## config.mk

```make
export PLATFORM = sky130hd
export DESIGN_NAME = mtc_quarter_frame_generator
export DESIGN_NICKNAME = d
export VERILOG_FILES = /design/src/sv/mtcqf_pkg.sv /design/src/sv/mtc_quarter_frame_generator.sv
export SDC_FILE = /design/constraint.sdc
export NUM_CORES = 1
export LEC_CHECK = 0
export BUFFER_PORTS_ARGS = -buffer_cell sky130_fd_sc_hd__buf_4
export CORE_MARGIN = 2
export CORE_UTILIZATION = 65
export CTS_CLUSTER_DIAMETER = 120
export DETAILED_ROUTE_END_ITERATION = 12
export PLACE_DENSITY_LB_ADDON = 0.3
export SLEW_MARGIN = 10
export SYNTH_ARGS = -nofsm -noshare
export SYNTH_HDL_FRONTEND = slang
export SYNTH_SLANG_ARGS = --single-unit
```

## constraint.sdc

```tcl
create_clock -name clock -period 7.2 [get_ports clock]
set_input_delay 0.72 -clock clock [delete_from_list [all_inputs] [get_ports clock]]
set_output_delay 0.72 -clock clock [all_outputs]
set_load 0.1 [all_outputs]
```

## src/sv/mtcqf_pkg.sv

```systemverilog
// constants for the midi time code quarter-frame generator
// no dependencies; imported by mtc_quarter_frame_generator
package mtcqf_pkg;

   // quarter-frame status byte
   localparam logic [7:0] QF_STATUS = 8'hF1;

   // rate code 30 fps non-drop, already placed at nibble bits 2..1
   localparam logic [3:0] RATE_BITS = 4'h6;

   // timecode radices
   localparam int unsigned FPS         = 30;
   localparam int unsigned SEC_PER_MIN = 60;
   localparam int unsigned MIN_PER_HR  = 60;
   localparam int unsigned HOURS_WRAP  = 31;

   // reciprocal constants: floor(x/15) = (x*MAGIC_15)>>35 for any 32-bit x,
   // floor(x/31) = (x*MAGIC_31)>>20 for x below 2^15
   localparam logic [31:0] MAGIC_15       = 32'h8888_8889;
   localparam int unsigned MAGIC_15_SHIFT = 35;
   localparam logic [15:0] MAGIC_31       = 16'd33826;
   localparam int unsigned MAGIC_31_SHIFT = 20;

   // field widths
   localparam int unsigned FRM_W = 5;
   localparam int unsigned SEC_W = 6;
   localparam int unsigned MIN_W = 6;
   localparam int unsigned HR_W  = 5;

   // piece indexes, in emission order
   localparam logic [2:0] PIECE_FRM_LO  = 3'd0;
   localparam logic [2:0] PIECE_FRM_HI  = 3'd1;
   localparam logic [2:0] PIECE_SEC_LO  = 3'd2;
   localparam logic [2:0] PIECE_SEC_HI  = 3'd3;
   localparam logic [2:0] PIECE_MIN_LO  = 3'd4;
   localparam logic [2:0] PIECE_MIN_HI  = 3'd5;
   localparam logic [2:0] PIECE_HR_LO   = 3'd6;
   localparam logic [2:0] PIECE_HR_RATE = 3'd7;

endpackage

```

## src/sv/mtc_quarter_frame_generator.sv

```systemverilog
// midi time code quarter-frame generator, 30 fps non-drop
// top level; depends on mtcqf_pkg
//
// usage
//  - input beat: req_frame_count (signed frames) and req_is_playing, taken at a
//    rising edge with start high and busy low
//  - a negative count counts as frame zero; with req_is_playing low the beat
//    is taken and dropped, giving no output
//  - a playing beat gives eight output beats on consecutive cycles, pieces 0..7,
//    each shown for one cycle with rsp_strobe high; rsp_last_piece marks piece 7
//  - path: piece 0 reaches the outputs once the item has passed the six-stage
//    divide pipeline and been loaded into the beat emitter
//  - throughput: the emitter gives one piece per cycle, never stalled once
//    started; busy rises only when the pipeline's last stage holds an
//    item and the emitter is mid-sequence, so a new item follows the last
//    piece of the previous one without a gap
//  - the receiver cannot stall: every strobed beat is consumed
//  - reset (synchronous) empties the pipeline and stops the emitter
module mtc_quarter_frame_generator (
   input  logic        clock,
   input  logic        reset,
   input  logic        start,
   output logic        busy,
   input  logic [31:0] req_frame_count,
   input  logic        req_is_playing,
   output logic        rsp_strobe,
   output logic [7:0]  rsp_status_byte,
   output logic [6:0]  rsp_data_byte,
   output logic [2:0]  rsp_piece_index,
   output logic        rsp_last_piece
);
   import mtcqf_pkg::*;

   // pipeline valid bits, stage 0..5
   logic [5:0] vld_ff, vld_in;

   // stage 0: clamped frame count
   logic [30:0] fr0_ff, fr0_in;
   // stage 1: frame count and total seconds
   logic [30:0] fr1_ff;
   logic [26:0] q1_1_ff, q1_1_in;
   // stage 2: frames, total seconds, total minutes
   logic [FRM_W-1:0] frm2_ff, frm2_in;
   logic [26:0]      q1_2_ff;
   logic [20:0]      q2_2_ff, q2_2_in;
   // stage 3: frames, seconds, total minutes, total hours
   logic [FRM_W-1:0] frm3_ff;
   logic [SEC_W-1:0] sec3_ff, sec3_in;
   logic [20:0]      q2_3_ff;
   logic [14:0]      q3_3_ff, q3_3_in;
   // stage 4: frames, seconds, minutes, total hours, hour wraps
   logic [FRM_W-1:0] frm4_ff;
   logic [SEC_W-1:0] sec4_ff;
   logic [MIN_W-1:0] min4_ff, min4_in;
   logic [14:0]      q3_4_ff;
   logic [9:0]       q4_4_ff, q4_4_in;
   // stage 5: full timecode
   logic [FRM_W-1:0] frm5_ff;
   logic [SEC_W-1:0] sec5_ff;
   logic [MIN_W-1:0] min5_ff;
   logic [HR_W-1:0]  hr5_ff, hr5_in;

   // beat emitter
   logic             act_ff, act_in;
   logic [2:0]       cnt_ff, cnt_in;
   logic [FRM_W-1:0] frm_e_ff;
   logic [SEC_W-1:0] sec_e_ff;
   logic [MIN_W-1:0] min_e_ff;
   logic [HR_W-1:0]  hr_e_ff;

   logic emit_ready;
   logic stall;
   logic advance;
   logic accept;

   // products
   logic [61:0] p1;
   logic [56:0] p2;
   logic [50:0] p3;
   logic [30:0] p4;
   logic [7:0]  frm_diff;
   logic [7:0]  sec_diff;
   logic [7:0]  min_diff;
   logic [7:0]  hr_diff;

   logic [3:0] nib;

   // emitter takes a new timecode when idle or on its last piece
   assign emit_ready = !act_ff || (cnt_ff == PIECE_HR_RATE);
   assign stall      = vld_ff[5] && !emit_ready;
   assign advance    = !stall;
   assign busy       = stall;
   assign accept     = start && !busy;

   // stage 0 input: sign bit set means frame zero
   assign fr0_in = req_frame_count[31] ? '0 : req_frame_count[30:0];

   // frames / 30 = (frames >> 1) / 15
   assign p1      = 62'(fr0_ff[30:1]) * 62'(MAGIC_15);
   assign q1_1_in = p1[MAGIC_15_SHIFT +: 27];

   // frames mod 30, seconds / 60 = (seconds >> 2) / 15
   assign frm_diff = fr1_ff[7:0] - 8'(q1_1_ff[7:0] * 8'(FPS));
   assign frm2_in  = frm_diff[FRM_W-1:0];
   assign p2       = 57'(q1_1_ff[26:2]) * 57'(MAGIC_15);
   assign q2_2_in  = p2[MAGIC_15_SHIFT +: 21];

   // seconds mod 60, minutes / 60
   assign sec_diff = q1_2_ff[7:0] - 8'(q2_2_ff[7:0] * 8'(SEC_PER_MIN));
   assign sec3_in  = sec_diff[SEC_W-1:0];
   assign p3       = 51'(q2_2_ff[20:2]) * 51'(MAGIC_15);
   assign q3_3_in  = p3[MAGIC_15_SHIFT +: 15];

   // minutes mod 60, hours / 31
   assign min_diff = q2_3_ff[7:0] - 8'(q3_3_ff[7:0] * 8'(MIN_PER_HR));
   assign min4_in  = min_diff[MIN_W-1:0];
   assign p4       = 31'(q3_3_ff) * 31'(MAGIC_31);
   assign q4_4_in  = p4[MAGIC_31_SHIFT +: 10];

   // hours mod 31
   assign hr_diff = q3_4_ff[7:0] - 8'(q4_4_ff[7:0] * 8'(HOURS_WRAP));
   assign hr5_in  = hr_diff[HR_W-1:0];

   // valid bits: items that do not play never enter
   always_comb begin
      vld_in = vld_ff;
      if (advance) begin
         vld_in = {vld_ff[4:0], accept && req_is_playing};
      end
   end

   always_ff @(posedge clock) begin
      if (reset) begin
         vld_ff <= '0;
      end else begin
         vld_ff <= vld_in;
      end
   end

   // payload stages, held together while stalled
   always_ff @(posedge clock) begin
      if (advance) begin
         fr0_ff  <= fr0_in;
         fr1_ff  <= fr0_ff;
         q1_1_ff <= q1_1_in;
         frm2_ff <= frm2_in;
         q1_2_ff <= q1_1_ff;
         q2_2_ff <= q2_2_in;
         frm3_ff <= frm2_ff;
         sec3_ff <= sec3_in;
         q2_3_ff <= q2_2_ff;
         q3_3_ff <= q3_3_in;
         frm4_ff <= frm3_ff;
         sec4_ff <= sec3_ff;
         min4_ff <= min4_in;
         q3_4_ff <= q3_3_ff;
         q4_4_ff <= q4_4_in;
         frm5_ff <= frm4_ff;
         sec5_ff <= sec4_ff;
         min5_ff <= min4_ff;
         hr5_ff  <= hr5_in;
      end
   end

   // emitter control: load on ready, else step to the next piece
   always_comb begin
      act_in = act_ff;
      cnt_in = cnt_ff;
      if (emit_ready) begin
         act_in = vld_ff[5];
         cnt_in = PIECE_FRM_LO;
      end else begin
         cnt_in = cnt_ff + 3'd1;
      end
   end

   always_ff @(posedge clock) begin
      if (reset) begin
         act_ff <= 1'b0;
         cnt_ff <= PIECE_FRM_LO;
      end else begin
         act_ff <= act_in;
         cnt_ff <= cnt_in;
      end
   end

   always_ff @(posedge clock) begin
      if (emit_ready) begin
         frm_e_ff <= frm5_ff;
         sec_e_ff <= sec5_ff;
         min_e_ff <= min5_ff;
         hr_e_ff  <= hr5_ff;
      end
   end

   // nibble for the current piece
   always_comb begin
      case (cnt_ff)
         PIECE_FRM_LO:  nib = frm_e_ff[3:0];
         PIECE_FRM_HI:  nib = {3'b000, frm_e_ff[4]};
         PIECE_SEC_LO:  nib = sec_e_ff[3:0];
         PIECE_SEC_HI:  nib = {2'b00, sec_e_ff[5:4]};
         PIECE_MIN_LO:  nib = min_e_ff[3:0];
         PIECE_MIN_HI:  nib = {2'b00, min_e_ff[5:4]};
         PIECE_HR_LO:   nib = hr_e_ff[3:0];
         PIECE_HR_RATE: nib = RATE_BITS | {3'b000, hr_e_ff[4]};
         default:       nib = '0;
      endcase
   end

   assign rsp_strobe      = act_ff;
   assign rsp_status_byte = QF_STATUS;
   assign rsp_data_byte   = {cnt_ff, nib};
   assign rsp_piece_index = cnt_ff;
   assign rsp_last_piece  = (cnt_ff == PIECE_HR_RATE);

endmodule

```

==> impl_metrics.toml <==
[floorplanning]
die_area_sq_mm = 0.0425
die_h_um = 206
io_pins = 57
initial_utilization_pct = 65.5
die_w_um = 206
fp.coreArea_sq_mm = 0.0406
num_rows = 74

[route]
drc_errors = 0
drt_iter0_drc = 1054
viasPerCell = 5.73
final_antenna_net_count = 0
wl_per_cell_um = 18.4
wl_um = 56700
num_vias = 17600
first_pass_iters = 5

[logic_synthesis]
synth_top_area_cell = "ha_1"
synth_area_sq_mm = 0.0266
synth_area_leaders = "ha_1 31%, edfxtp_1 22%, fa_1 20%"
syn-mean-instance-area_sq_um = 10.8
synth_edf_count = 198
synth_flop_cell = "edfxtp_1"
synth_common_cells = "656 x ha_1, 548 x inv_1, 261 x fa_1, 198 x edfxtp_1, 128 x a21oi_1"
yosys.cell_types.count = 70
ys_async_sr_fraction_pct = 0
syn-instance-count = 2460
ys_ff_latch = 208
yosys.area.top_type_share_pct = 30.9
synth_most_common_cell = "ha_1"
ys_warn_count = 0
yosysSeqAreaShare_pct = 23.1

[worst_hold_path]
hold_path.class = "in2reg"
min_to = "vld_ff[3]$_SDFFE_PP0N_"
worstHoldStart = "reset"
hold_depth = 2

[setup_path]
crit_fanout = 5
r2r_cells = 21
arrival_ns = 6.80
critPathSlowestCell = "fa_1"
worst-setup-path-type = "reg2reg"
r2r_slack_ns = 0.68
slowest_delay_ns = 0.62
worstReg2RegStart = "fr0_ff[7]$_SDFFCE_PP0N_"
crit_path_end_kind = "register"
worstReg2RegEnd = "q1_1_ff[26]$_DFFE_PN_"
cp_data_required_time_ns = 7.48
worstPathCellList = "ha_1 -> ha_1 -> inv_1 -> fa_1 -> inv_1 -> fa_1 -> inv_1 -> fa_1 -> inv_1 -> fa_1 -> ha_1 -> ha_1 -> nand2_1 -> nor2_1 -> o211ai_1 -> o31ai_1 -> o21ai_1 -> a211o_1 -> a21oi_2 -> nor4_1 -> nand3b_1"
startpoint_type = "register"

[global_route]
grt_first_pass_wirelength_um = 92100
antenna_found_initial = 0
grt_pass1_vias = 18300
overflow = 0
grt_usage_pct = 27.6
grt_max_degree = 116

[sta]
setup_viol = 0
fin_crit_sh_pct = 90.6
tightest_slew_ns = 0.934
slew_violations = 0
finalHoldViolCount = 0
setup_tns_ns = 0
clock_skew_ns = 0.0108
fmax_mhz = 153
grt_setup_unrepaired = "no"
post-route-min-period_ns = 6.52
maxSlewHeadroom_pct = 37.7

[clock_network]
cts.path.max_buffers = 3
htreeDepth = 1
post_cts_buffers = 0
clock_latency_ns = 0.54
cts-root-buf = "clkbuf_16"
cts-resized-gates = 0
hold_buffers = 0
clkSlewWorstSetupHoldPaths_ns = 0.07
clock_sinks = 208
cts_tree = "yes"
numCtsBuffers = 24

[placement]
io_buffer_count = 48
dp_hpwl_um = 48200
gp_congestion = 0.984

[finish]
fin_nets = 3476
layout-drive-gt1-share_pct = 4.21
area_growth_pct = 6.69
diodes = 0

[run_status]
status = "completed"

[job]
maxCapViolations = 0
-- layout by cell type, fill, tap and decap left out, types with 6 or more instances in the layout --
cell       count
a211o_1        6
a211oi_1      16
a21o_1        65
a21oi_1      128
a31oi_1       12
and2_1        12
and3_1        14
and4_1         6
buf_4         50
clkbuf_16     24
conb_1         8
dfxtp_1       10
edfxtp_1     198
fa_1         261
ha_1         656
inv_1        548
nand2_1       67
nand2b_1       7
nand3_1       26
nand4_1       23
nor2_1        50
nor2b_1       42
nor3_1        24
o211ai_1      16
o21a_1        10
o21ai_0       50
o21bai_1      12
or3_1          6
xnor2_1       64
xor2_1        33
-- critical path, delay by kind of cell, from the launching register on --
| kind | cells | cell delay (ns) |
|---|---|---|
| adders and majority gates | 8 | 3.38 |
| AOI/OAI and AO/OA | 5 | 1.52 |
| and+or+nand+nor | 4 | 0.51 |
| DFF | 1 | 0.45 |
| buffers and inverters | 4 | 0.40 |
-- per-stage QoR --
stage	cell area, sq um	utilization, %	hold WS, ns	instances	setup slack [ns]
6_report	28300	69.9	0.413	3073	0.679
5_1_grt	28300	69.9	0.409	3073	0.422
4_1_cts	28300	69.9	0.396	3073	0.705
3_5_place_dp	27500	67.9	0.405	3029	0.768
3_3_place_gp	27500	67.9	0.401	3029	0.899
2_1_floorplan	26600	-	0.400	2466	0.517
-- registers in the layout, summed over array words and instances, names as in the netlist, 6 cells and up --
register  flops
min5_ff       6
min4_ff       6
q2_3_ff       6
q1_1_ff      27
fr0_ff       31
sec4_ff       6
min_e_ff      6
q3_3_ff      15
q2_2_ff      21
q1_2_ff       6
sec3_ff       6
sec_e_ff      6
vld_ff        6
sec5_ff       6
-- cells by family after synthesis --
group | Yosys count | synth area share (%)
xor+xnor | 97 | 3.20
compound gates | 370 | 9.01
flops | 208 | 23.1
mux | 4 | 0.165
other cells | 2 | 0.0283
fa+ha+maj | 917 | 50.6
buf+inv | 567 | 8.18
simple gates | 295 | 5.74
-- area by class of cell --
type	instances	area, sq um
Multi-Input combinational cell	1691	18300
Fill cell	2997	12200
Sequential cell	208	6150
Inverter	548	2060
Tap cell	532	666
Clock buffer	25	604
Timing Repair Buffer	50	375
Clock inverter	19	209
-- how the worst max path moves through the flow --
| stage | from | cells after the start | slack [ns] | end |
|---|---|---|---|---|
| after global placement | fr0_ff[17]$_SDFFCE_PP0N_ | 19 | 0.90 | q1_1_ff[26]$_DFFE_PN_ |
| after floorplan | rsp_piece_index[0]$_SDFF_PP0_ | 5 | 0.52 | busy |
| final | fr0_ff[7]$_SDFFCE_PP0N_ | 21 | 0.68 | q1_1_ff[26]$_DFFE_PN_ |
| after global routing | fr0_ff[7]$_SDFFCE_PP0N_ | 21 | 0.42 | q1_1_ff[25]$_DFFE_PN_ |
| after CTS | fr0_ff[7]$_SDFFCE_PP0N_ | 21 | 0.70 | q1_1_ff[26]$_DFFE_PN_ |
| after detailed placement | fr0_ff[17]$_SDFFCE_PP0N_ | 19 | 0.77 | q1_1_ff[26]$_DFFE_PN_ |
-- metal layers --
| layer | vias to the layer above | track usage (%) | share of wire [%] |
|---|---|---|---|
| met4 | 0 | 8.65 | 3.2 |
| met3 | 104 | 3.96 | 4.8 |
| met1 | 8593 | 36.6 | 43 |
| li1 | 8510 | - | - |
| met5 | - | 0 | 0 |
| met2 | 396 | 47.1 | 49 |
Power is not shown: default switching activity piles up to over one toggle a cycle in this logic, so the estimate is an artifact.
